## config.mk

```make
export PLATFORM = sky130hd
export DESIGN_NAME = psx_adpcm_decoder_core
export DESIGN_NICKNAME = d
export VERILOG_FILES = /design/src/hdl/psxad_pkg.sv /design/src/hdl/psx_adpcm_decoder_core.sv
export SDC_FILE = /design/constraint.sdc
export NUM_CORES = 1
export LEC_CHECK = 0
export ABC_AREA = 1
export BUFFER_PORTS_ARGS = -buffer_cell sky130_fd_sc_hd__buf_2
export CORE_MARGIN = 1.5
export CORE_UTILIZATION = 35
export CTS_BUF_LIST = sky130_fd_sc_hd__clkbuf_4 sky130_fd_sc_hd__clkbuf_8 sky130_fd_sc_hd__clkbuf_16
export DETAILED_ROUTE_END_ITERATION = 6
export PLACE_DENSITY_LB_ADDON = 0.25
export SLEW_MARGIN = 40
export SYNTH_ARGS = -nofsm -noshare
export SYNTH_HDL_FRONTEND = slang
export SYNTH_SLANG_ARGS = --single-unit
```

## constraint.sdc

```tcl
create_clock -name aclk -period 7.8 [get_ports aclk]
set_input_delay 0.39 -clock aclk [delete_from_list [all_inputs] [get_ports aclk]]
set_output_delay 0.39 -clock aclk [all_outputs]
set_load 0.005 [all_outputs]
```

## src/hdl/psxad_pkg.sv

```systemverilog
// Shared types, constants and coefficient tables for the ADPCM decoder core.
// No dependencies; the core takes everything here by scoped names.
package psxad_pkg;

    // Sizing of the history, the filter coefficients and the accumulator
    localparam int HIST_W    = 32;
    localparam int COEF_W    = 9;
    localparam int FRAC_BITS = 6;
    localparam int SAMPLE_W  = 16;
    localparam int PROD_W    = HIST_W + COEF_W;
    localparam int ACC_W     = PROD_W + 2;
    localparam int Q_W       = ACC_W - FRAC_BITS;

    // Stereo interleave: channel flips every INTERLEAVE_BYTES input bytes
    localparam int INTERLEAVE_BYTES = 2048;
    localparam int BLK_W            = $clog2(2 * INTERLEAVE_BYTES);
    localparam logic [BLK_W-1:0] BLK_HALF = BLK_W'(INTERLEAVE_BYTES);
    localparam logic [BLK_W-1:0] BLK_LAST = BLK_W'(2 * INTERLEAVE_BYTES - 1);

    // Frame layout
    localparam logic [3:0] POS_HEADER = 4'd0;
    localparam logic [3:0] POS_FLAG   = 4'd1;
    localparam logic [7:0] FLAG_MUTE  = 8'h07;

    // Sequencer states
    typedef enum logic [2:0] {
        ST_IDLE,
        ST_MUL_H1,
        ST_MUL_H2,
        ST_SUM,
        ST_DONE
    } state_t;

    // First filter coefficient, in 64ths
    function automatic logic signed [COEF_W-1:0] coef_k0(input logic [3:0] idx);
        logic signed [COEF_W-1:0] k;
        unique case (idx)
            4'd1:    k = 9'sd60;
            4'd2:    k = 9'sd115;
            4'd3:    k = 9'sd98;
            4'd4:    k = 9'sd122;
            4'd7:    k = 9'sd52;
            4'd8:    k = 9'sd55;
            4'd9:    k = 9'sd60;
            4'd13:   k = 9'sd2;
            4'd14:   k = 9'sd125;
            default: k = 9'sd0;
        endcase
        return k;
    endfunction

    // Second filter coefficient, in 64ths
    function automatic logic signed [COEF_W-1:0] coef_k1(input logic [3:0] idx);
        logic signed [COEF_W-1:0] k;
        unique case (idx)
            4'd2:    k = -9'sd52;
            4'd3:    k = -9'sd55;
            4'd4:    k = -9'sd60;
            4'd8:    k = -9'sd2;
            4'd9:    k = -9'sd125;
            4'd11:   k = -9'sd91;
            4'd13:   k = -9'sd216;
            4'd14:   k = -9'sd6;
            4'd15:   k = -9'sd151;
            default: k = 9'sd0;
        endcase
        return k;
    endfunction

endpackage

```

## src/hdl/psx_adpcm_decoder_core.sv

```systemverilog
// PlayStation ADPCM decoder core: byte-in, sample-out, one shared multiplier.
// Depends on psxad_pkg for sizes, the sequencer state type and coefficients.
//
// The core takes the encoded stream one byte per item in 16-byte frames and
// returns one 16-bit sample per nibble (low nibble first, last_of_pair high
// on the second). Header and flag bytes are accepted without leaving idle and
// produce nothing. A data byte occupies the core from its acceptance through
// four sequencer steps per sample (multiply h1, multiply h2, sum, done): the
// single 32x9 multiplier forms the two history products of each sample in
// turn, and the second sample waits on the first's history. s_ready is low
// while a byte is in work; a stalled result holds the sequencer in its last
// step. In stereo mode the channel flips every 2048 bytes at frame starts.
module psx_adpcm_decoder_core (
    input  logic        aclk,
    input  logic        aresetn,
    input  logic        cfg_we,
    input  logic        cfg_wdata,
    input  logic        s_valid,
    output logic        s_ready,
    input  logic [7:0]  s_data_byte,
    output logic        m_valid,
    input  logic        m_ready,
    output logic signed [15:0] m_pcm_sample,
    output logic        m_channel,
    output logic        m_last_of_pair
);

    localparam int HW = psxad_pkg::HIST_W;
    localparam int PW = psxad_pkg::PROD_W;
    localparam int AW = psxad_pkg::ACC_W;
    localparam int QW = psxad_pkg::Q_W;
    localparam int FB = psxad_pkg::FRAC_BITS;
    localparam int SW = psxad_pkg::SAMPLE_W;
    localparam int BW = psxad_pkg::BLK_W;

    // Control and frame state
    psxad_pkg::state_t state_reg, state_next;
    logic          stereo_reg, stereo_next;
    logic [3:0]    frame_pos_reg, frame_pos_next;
    logic [BW-1:0] blk_pos_reg, blk_pos_next;
    logic [3:0]    pred_reg, pred_next;
    logic [3:0]    shift_reg, shift_next;
    logic          mute_reg, mute_next;
    logic          chan_reg, chan_next;
    logic          nib_sel_reg, nib_sel_next;
    logic          m_valid_reg, m_valid_next;

    // Histories per channel
    logic signed [HW-1:0] hist1_reg [2];
    logic signed [HW-1:0] hist2_reg [2];
    logic signed [HW-1:0] hist1_next [2];
    logic signed [HW-1:0] hist2_next [2];

    // Datapath payload
    logic [7:0]           byte_reg, byte_next;
    logic signed [PW-1:0] prod_reg, prod_next;
    logic signed [AW-1:0] acc_reg, acc_next;
    logic signed [SW-1:0] m_sample_reg, m_sample_next;
    logic                 m_chan_reg, m_chan_next;
    logic                 m_last_reg, m_last_next;

    // Sequencer decode
    logic in_take;
    logic out_free;
    logic sample_done;
    logic mul_use_h2;

    // Datapath wires
    logic [3:0]                     nibble;
    logic signed [SW-1:0]           scaled;
    logic signed [HW-1:0]           mul_h;
    logic signed [psxad_pkg::COEF_W-1:0] mul_k;
    logic signed [PW-1:0]           mul_p;
    logic signed [QW-1:0]           q_floor;
    logic signed [QW-1:0]           q_trunc;
    logic [QW-HW:0]                 q_top;
    logic signed [HW-1:0]           q_sat;
    logic signed [HW-1:0]           q_hist;
    logic [HW-SW:0]                 h_top;
    logic signed [SW-1:0]           q_out;

    // Next state
    always_comb begin
        state_next = state_reg;
        unique case (state_reg)
            psxad_pkg::ST_IDLE: begin
                if (s_valid && frame_pos_reg != psxad_pkg::POS_HEADER
                        && frame_pos_reg != psxad_pkg::POS_FLAG) begin
                    state_next = psxad_pkg::ST_MUL_H1;
                end
            end
            psxad_pkg::ST_MUL_H1: state_next = psxad_pkg::ST_MUL_H2;
            psxad_pkg::ST_MUL_H2: state_next = psxad_pkg::ST_SUM;
            psxad_pkg::ST_SUM:    state_next = psxad_pkg::ST_DONE;
            psxad_pkg::ST_DONE: begin
                if (out_free) begin
                    state_next = nib_sel_reg ? psxad_pkg::ST_IDLE : psxad_pkg::ST_MUL_H1;
                end
            end
            default: state_next = psxad_pkg::ST_IDLE;
        endcase
    end

    // Sequencer outputs
    always_comb begin
        s_ready     = 1'b0;
        sample_done = 1'b0;
        mul_use_h2  = 1'b0;
        unique case (state_reg)
            psxad_pkg::ST_IDLE:   s_ready     = 1'b1;
            psxad_pkg::ST_MUL_H2: mul_use_h2  = 1'b1;
            psxad_pkg::ST_DONE:   sample_done = out_free;
            default: ;
        endcase
    end

    assign in_take  = s_valid && s_ready;
    assign out_free = !m_valid_reg || m_ready;

    // Sample scaling: nibble at the top of 16 bits, arithmetic shift right
    assign nibble = nib_sel_reg ? byte_reg[7:4] : byte_reg[3:0];
    assign scaled = $signed({nibble, 12'd0}) >>> shift_reg;

    // Shared multiplier: history times coefficient
    assign mul_h = mul_use_h2 ? hist2_reg[chan_reg] : hist1_reg[chan_reg];
    assign mul_k = mul_use_h2 ? psxad_pkg::coef_k1(pred_reg) : psxad_pkg::coef_k0(pred_reg);
    assign mul_p = mul_h * mul_k;

    // Divide by 64 toward zero, saturate to history width
    assign q_floor = acc_reg[AW-1:FB];
    assign q_trunc = q_floor + QW'(acc_reg[AW-1] && (|acc_reg[FB-1:0]));
    assign q_top   = q_trunc[QW-1:HW-1];
    always_comb begin
        if ((&q_top) || !(|q_top)) begin
            q_sat = q_trunc[HW-1:0];
        end else if (q_trunc[QW-1]) begin
            q_sat = {1'b1, {(HW-1){1'b0}}};
        end else begin
            q_sat = {1'b0, {(HW-1){1'b1}}};
        end
    end
    assign q_hist = mute_reg ? '0 : q_sat;

    // Clamp to the output sample width
    assign h_top = q_hist[HW-1:SW-1];
    always_comb begin
        if ((&h_top) || !(|h_top)) begin
            q_out = q_hist[SW-1:0];
        end else if (q_hist[HW-1]) begin
            q_out = {1'b1, {(SW-1){1'b0}}};
        end else begin
            q_out = {1'b0, {(SW-1){1'b1}}};
        end
    end

    // Register next values
    always_comb begin
        stereo_next    = cfg_we ? cfg_wdata : stereo_reg;
        frame_pos_next = frame_pos_reg;
        blk_pos_next   = blk_pos_reg;
        pred_next      = pred_reg;
        shift_next     = shift_reg;
        mute_next      = mute_reg;
        chan_next      = chan_reg;
        nib_sel_next   = nib_sel_reg;
        byte_next      = byte_reg;
        prod_next      = prod_reg;
        acc_next       = acc_reg;
        m_valid_next   = m_valid_reg && !m_ready;
        m_sample_next  = m_sample_reg;
        m_chan_next    = m_chan_reg;
        m_last_next    = m_last_reg;
        hist1_next     = hist1_reg;
        hist2_next     = hist2_reg;

        // Take an item: header fields, flag, or start of a data byte
        if (in_take) begin
            frame_pos_next = frame_pos_reg + 4'd1;
            blk_pos_next   = (blk_pos_reg == psxad_pkg::BLK_LAST) ? '0 : blk_pos_reg + BW'(1);
            if (frame_pos_reg == psxad_pkg::POS_HEADER) begin
                pred_next  = s_data_byte[7:4];
                shift_next = s_data_byte[3:0];
                chan_next  = stereo_reg && (blk_pos_reg >= psxad_pkg::BLK_HALF);
            end else if (frame_pos_reg == psxad_pkg::POS_FLAG) begin
                mute_next = (s_data_byte >= psxad_pkg::FLAG_MUTE);
            end else begin
                byte_next    = s_data_byte;
                nib_sel_next = 1'b0;
            end
        end

        // Accumulate the scaled sample and both history products
        if (state_reg == psxad_pkg::ST_MUL_H1) begin
            prod_next = mul_p;
            acc_next  = {{(AW-SW-FB){scaled[SW-1]}}, scaled, {FB{1'b0}}};
        end
        if (state_reg == psxad_pkg::ST_MUL_H2) begin
            prod_next = mul_p;
        end
        if (state_reg == psxad_pkg::ST_MUL_H2 || state_reg == psxad_pkg::ST_SUM) begin
            acc_next = acc_reg + {{(AW-PW){prod_reg[PW-1]}}, prod_reg};
        end

        // Finish a sample: advance history, load the output register
        if (sample_done) begin
            hist2_next[chan_reg] = hist1_reg[chan_reg];
            hist1_next[chan_reg] = q_hist;
            m_valid_next  = 1'b1;
            m_sample_next = q_out;
            m_chan_next   = chan_reg;
            m_last_next   = nib_sel_reg;
            nib_sel_next  = 1'b1;
        end
    end

    // Control registers
    always_ff @(posedge aclk) begin
        if (!aresetn) begin
            state_reg     <= psxad_pkg::ST_IDLE;
            stereo_reg    <= 1'b1;
            frame_pos_reg <= '0;
            blk_pos_reg   <= '0;
            pred_reg      <= '0;
            shift_reg     <= '0;
            mute_reg      <= 1'b0;
            chan_reg      <= 1'b0;
            nib_sel_reg   <= 1'b0;
            m_valid_reg   <= 1'b0;
            hist1_reg[0]  <= '0;
            hist1_reg[1]  <= '0;
            hist2_reg[0]  <= '0;
            hist2_reg[1]  <= '0;
        end else begin
            state_reg     <= state_next;
            stereo_reg    <= stereo_next;
            frame_pos_reg <= frame_pos_next;
            blk_pos_reg   <= blk_pos_next;
            pred_reg      <= pred_next;
            shift_reg     <= shift_next;
            mute_reg      <= mute_next;
            chan_reg      <= chan_next;
            nib_sel_reg   <= nib_sel_next;
            m_valid_reg   <= m_valid_next;
            hist1_reg     <= hist1_next;
            hist2_reg     <= hist2_next;
        end
    end

    // Payload registers
    always_ff @(posedge aclk) begin
        byte_reg     <= byte_next;
        prod_reg     <= prod_next;
        acc_reg      <= acc_next;
        m_sample_reg <= m_sample_next;
        m_chan_reg   <= m_chan_next;
        m_last_reg   <= m_last_next;
    end

    assign m_valid        = m_valid_reg;
    assign m_pcm_sample   = m_sample_reg;
    assign m_channel      = m_chan_reg;
    assign m_last_of_pair = m_last_reg;

endmodule
```

# Yosys cells after proc, flatten, opt, wreduce, memory -nomap -nowiden
# Memory sizes are Yosys's and may differ from the RTL's. A register that Yosys moved wholly into a read port is not among the register bits.
# Index checks and enable logic that the tools add are counted.
# classes
eq_ne,11
bitwise,3
shift,1
div,0
add_sub_neg,4
n_mux,39
magnitude_cmp,4
multipliers,1
reduce_logical,31
# op_table
op,count
32-bit two-way mux,11
64-bit bitwise mux,2
43-bit two-way mux,2
41-bit two-way mux,2
43-bit adder,1
32-bit by 9-bit multiplier with 41-bit output,1
37-bit by 1-bit adder with 37-bit output,1
32-bit demux with 1-bit select,1
16-bit two-way mux,2
4-bit two-way mux,5
17-bit AND reduction,1
17-bit OR reduction,1
16-bit by 4-bit >>> shifter with 16-bit output,1
3-bit one-hot mux with 5 select lines,1
12-bit by 1-bit adder with 12-bit output (second input constant),1
12-bit == test (second input constant),1
12-bit greater-or-equal comparator (second input constant),1
12-bit two-way mux,1
6-bit OR reduction,2
1-bit two-way mux,9
9-bit two-way mux,1
3-bit AND reduction,3
8-bit by 3-bit greater-or-equal comparator with 1-bit output (second input constant),1
2-bit != test (second input constant),4
other kinds (20),38
# word_totals
n_memories,2
elab_cells,116
latchBits,0
output_inout_bits,20
mem_bits_rw,0
ff_bits,270
input_bits,14
mem_bits_ro,256
# mem_list
name,words,width,rd,rd_ports_with_merged_regs,write_ports,line,text
(no name shown),16,9,1,1,0,psxad_pkg.sv:55,unique case (idx)
(no name shown),16,7,1,1,0,psxad_pkg.sv:37,unique case (idx)

# Longest topological paths before layout
# logic_depth
ltp_word,12
mapped_depth,33
depth_no_buf,31

# Worst setup path before layout
# Ideal clock, no wire load.
# synth_timing
path_type,reg2reg
startpoint,reg chan_reg
endpoint,reg prod_reg[29] (data pin)
path_buffers,2
path_stages_with_launch,29
required_ns,7.538
setup_slack_ns,1.149
synth_period_minus_slack_ns,6.651
setup_time_ns,0.262
arrival_time_ns,6.389
path_cell_list,dfxtp_1 -> clkbuf_1 -> buf_1 -> o21ai_0 -> o21ai_0 -> inv_1 -> nand2_1 -> fa_1 -> fa_1 -> inv_1 -> fa_1 -> fa_1 -> inv_1 -> fa_1 -> inv_1 -> ha_1 -> a21oi_1 -> nand2_1 -> a21oi_1 -> inv_1 -> nand2_1 -> nand2_1 -> a21oi_1 -> inv_1 -> nand2_1 -> nand2_1 -> a21boi_0 -> o21bai_1 -> xor2_1
# synth_between
elab_chain_len,8
elab_cells_between_ends,11
classes_between,mul (1); mux (9); bitwise (1)
# synth_rtl
item,line,text
"start, declared",psx_adpcm_decoder_core.sv:44,"logic chan_reg, chan_next;"
"start signal, assigned",psx_adpcm_decoder_core.sv:241,chan_reg <= chan_next;
1-bit NOT with 2-bit output (implied by the code) (*),psx_adpcm_decoder_core.sv:125,assign mul_h = mul_use_h2 ? hist2_reg[chan_reg] : hist1_reg[chan_reg];
32-bit two-way mux (implied by the code) (3 in a row),psx_adpcm_decoder_core.sv:125,
32-bit two-way mux (*),psx_adpcm_decoder_core.sv:125,
32-bit by 9-bit multiplier with 41-bit output (*),psx_adpcm_decoder_core.sv:127,assign mul_p = mul_h * mul_k;
named net mul_p[29],psx_adpcm_decoder_core.sv:73,logic signed [PW-1:0] mul_p;
41-bit two-way mux,psx_adpcm_decoder_core.sv:193,if (state_reg == psxad_pkg::ST_MUL_H1) begin
41-bit two-way mux (*),psx_adpcm_decoder_core.sv:197,if (state_reg == psxad_pkg::ST_MUL_H2) begin
"end signal, assigned",psx_adpcm_decoder_core.sv:252,prod_reg <= prod_next;
"end, declared",psx_adpcm_decoder_core.sv:56,"logic signed [PW-1:0] prod_reg, prod_next;"
# Mark *: on every way through the listed nets, which the timed path passes. The rest lies on a longest branch. The select of a mux whose other input is x is not followed.
# A chain may end at the register's enable or synchronous reset.

# Worst setup path in the final report
# layout_timing
startpoint,reg chan_reg
endpoint,reg prod_reg[35] (data pin)
# The elaborated chain is that of the path after synthesis.

==> summary.md <==
| Metric | Value |
|---|---|
| Min Clock Period, post-route | `7200 ps` |
| CP dominant cell by count | `sky130_fd_sc_hd__nand2_1` |
| Core footprint | `68,800 um^2` |
| CTS Root Buffer Type | `sky130_fd_sc_hd__clkbuf_16` |
| Final cell count without fillers | `4,056` |
| Synth Register Bits | `286` |
| Class of the tightest hold or removal check | `in -> reg` |
| Worst skew pair latency | `550 ps` |
| Diode insertion count for antenna repair | `0` |
| Ports placed on the boundary | `34` |
| Run status | `finished, final reports clean` |
| Library cell occupying the most area in the post-synthesis netlist | `sky130_fd_sc_hd__fa_1` |
| Wire length of the first global-routing pass | `117 mm` |
| Number of nets produced by synthesis | `3,477` |
| Highest cell delay on the worst timing path | `570 ps` |
| Largest fanout on the critical path | `58` |
| Placed wire-length estimate after detailed placement | `59.9 mm` |
| Layout cells sized above 1 | `6.27%` |
| Count of flip-flops with a built-in enable after synthesis | `110` |
| Routed wire length per instance | `18.3 um` |
| Total power divided by cell area | `383 nW/um^2` |
| Final clock skew | `20.9 ps` |
| Setup repair after global routing missed its margin | `no` |
| Global Route Usage Sum | `21.3%` |
| Top cells by area in the synthesized netlist | `sky130_fd_sc_hd__fa_1, sky130_fd_sc_hd__dfxtp_1, sky130_fd_sc_hd__edfxtp_1` |
| Total clock sinks | `286` |
| Ranking of synthesized cells by instance count | `sky130_fd_sc_hd__nand2_1, sky130_fd_sc_hd__inv_1, sky130_fd_sc_hd__nor2_1` |
| Count of different cell masters after synthesis | `51` |
| Quantity of I/O buffers inserted on ports | `33` |
| Slew at the pin with the worst max-slew slack | `807 ps` |
| Vias in the first global route | `20.2k` |
| Share of synthesized flip-flops with an asynchronous set or reset | `0%` |
| Synthesis Warnings | `0` |
| Buffers plus inverters on the worst setup path | `6` |
| Post-Route WL | `74.4 mm` |
| Netlist area before placement | `24,400 um^2` |
| Sequential area share after synthesis | `28.0%` |
| Cell-internal power | `5.10 mW` |
| DRC | `0` |
| Setup TNS after final layout | `0 ps` |
| Final Wtd Congestion | `0.962` |
| CTS-repair resized insts | `0` |
| Combinational Power Share | `59.3%` |
| Switching fraction of total power | `50.5%` |
| Die boundary width | `267 um` |
| Main flop type after synthesis | `sky130_fd_sc_hd__dfxtp_1` |
| Hold-fix buffer count after cts | `0` |
| Top cell family by delay on the critical path | `adder cells` |
| Share of Yosys cell area claimed by the top area cell type | `19.0%` |
| Most common cell in the synthesized netlist | `sky130_fd_sc_hd__nand2_1` |
| Number of buffers created by CTS | `35` |
| Number of buffers between clock root and the deepest sink | `3` |
| Post-route fraction of the period consumed by the critical path | `92.2%` |
| Startpoint type of the worst setup path | `register` |
| Pre-antenna DRT Iters | `7` |
| Final setup violation count | `0` |
| Type of element capturing the critical path | `register` |
| Leakage Power | `12.5 nW` |
| Initial antenna violation count | `2` |
| Relative contribution of sequential cells to total power | `24.2%` |
| TritonCTS clock tree | `done` |
| Largest net degree at the start of global routing | `106` |
| Residual overflow from global routing | `0` |
| Count of endpoints failing hold in the final timing report | `0` |
| Final-report max-slew violation count | `0` |
| Post-synthesis cell count | `3,092` |
| Max Clock Freq | `0.139 GHz` |
| Slew HR | `44.7%` |
| Starting DRT DRC Count | `1,433` |
| Number of levels the H-tree was split into | `2` |
| Area enclosed by the die boundary | `71,300 um^2` |
| Number of nets in the final layout | `3,484` |
| Dpl cells | `3,993` |
| Number of vias in the routed layout | `20.3k` |
| Clock input transition at the sequential cells of the worst setup and hold paths | `60 ps` |
| Required time worst endpoint | `8080 ps` |
| Endpoint arrival time on the critical path | `7480 ps` |
| Critical Path Slowest Stage Cell | `sky130_fd_sc_hd__buf_4` |
| Area Growth Syn to Fin | `10.3%` |
| Total net switching power | `5.20 mW` |
| Worst setup path category | `reg -> reg` |
| Antenna Violating Nets Remaining | `0` |
| Pre-CTS worst setup slack | `552 ps` |
| Vertical die dimension | `267 um` |
| Clk network pwr share | `16.4%` |
| Num rows | `96` |
| Post-CTS setup repair buffer count | `0` |
| Initial core utilization | `35.5%` |
| Max Cap Viol | `0` |
| Average size of a mapped cell | `7.90 um^2` |
| Peak VDD IR | `0.000182 V` |
| DR vias/cell | `5.01` |
| Final setup slack of the worst path | `605 ps` |
-- per-stage QoR --
stage	instance area (um^2)	hold slack [ps]	power, mW	util [%]
final	26900	47.9	10.3	39.1
after global routing	26900	34.3	11.1	39.1
after CTS	26900	19.3	10.3	39.1
after detailed placement	25700	446	8.59	37.4
after global placement	25700	447	8.58	37.3
after floorplan	24400	424	6.55	-
-- cell families (layout without fill, tap and decap cells) --
group           Yosys count  in the layout  share of synthesized area [%]
fa+ha+maj               371            371                           26.1
simple gates           1153           1153                           19.3
xor+xnor                 88             88                           3.16
flops                   286            286                           28.0
compound gates          632            632                           13.8
buf+inv                 530            563                           8.30
mux                      32             32                           1.31
-- power groups by stage --
stage | combinational, mW | sequential (mW) | clock (mW)
final | 6.11 | 2.49 | 1.69
after global routing | 6.84 | 2.52 | 1.79
after CTS | 6.10 | 2.49 | 1.73
after detailed placement | 6.06 | 2.52 | 0
after global placement | 6.06 | 2.52 | 0
after floorplan | 4.25 | 2.30 | 0
-- layout by cell type (no fill, tap or decap), types with 25 or more instances in the layout --
master,synthesis,layout
sky130_fd_sc_hd__xor2_1,53,53
sky130_fd_sc_hd__nor2_1,412,409
sky130_fd_sc_hd__a21oi_1,241,241
sky130_fd_sc_hd__nand2_1,554,553
sky130_fd_sc_hd__buf_2,3,32
sky130_fd_sc_hd__dfxtp_1,176,175
sky130_fd_sc_hd__buf_4,3,40
sky130_fd_sc_hd__nand3_1,81,81
sky130_fd_sc_hd__xnor2_1,35,35
sky130_fd_sc_hd__mux2i_1,32,32
sky130_fd_sc_hd__ha_1,139,139
sky130_fd_sc_hd__edfxtp_1,110,110
sky130_fd_sc_hd__o21ai_0,287,278
sky130_fd_sc_hd__a31oi_1,29,29
sky130_fd_sc_hd__nor3_1,25,25
sky130_fd_sc_hd__clkbuf_16,0,36
sky130_fd_sc_hd__inv_1,419,417
sky130_fd_sc_hd__fa_1,232,232
-- routing by layer --
metal / vias up / track usage, % / wire length, um
met5: - / 0 / 0
met4: 0 / 5.97 / 1980
met3: 111 / 3.22 / 4290
met2: 500 / 33.7 / 33300
met1: 9686 / 30.1 / 34800
li1: 10000 / - / -
-- final cells by class --
class	count	area (um^2)
tap	931	1160
clock inverter	19	223
multi-input combinational	2276	15600
sequential	286	6830
timing repair buffer	76	531
clock buffer	44	973
fill	7122	41900
inverter	424	1590
-- worst paths after layout --
path | to | cells past startpoint | slack, ps | start
worst max-delay path | prod_reg[35] | 27 | 600 | chan_reg
worst min-delay path | stereo_reg | 2 | 50 | cfg_we
worst max register to register | prod_reg[35] | 27 | 600 | chan_reg
worst min register to register | hist2_reg[29] | 2 | 460 | hist2_reg[29]
(Power assumes the default switching activity.)
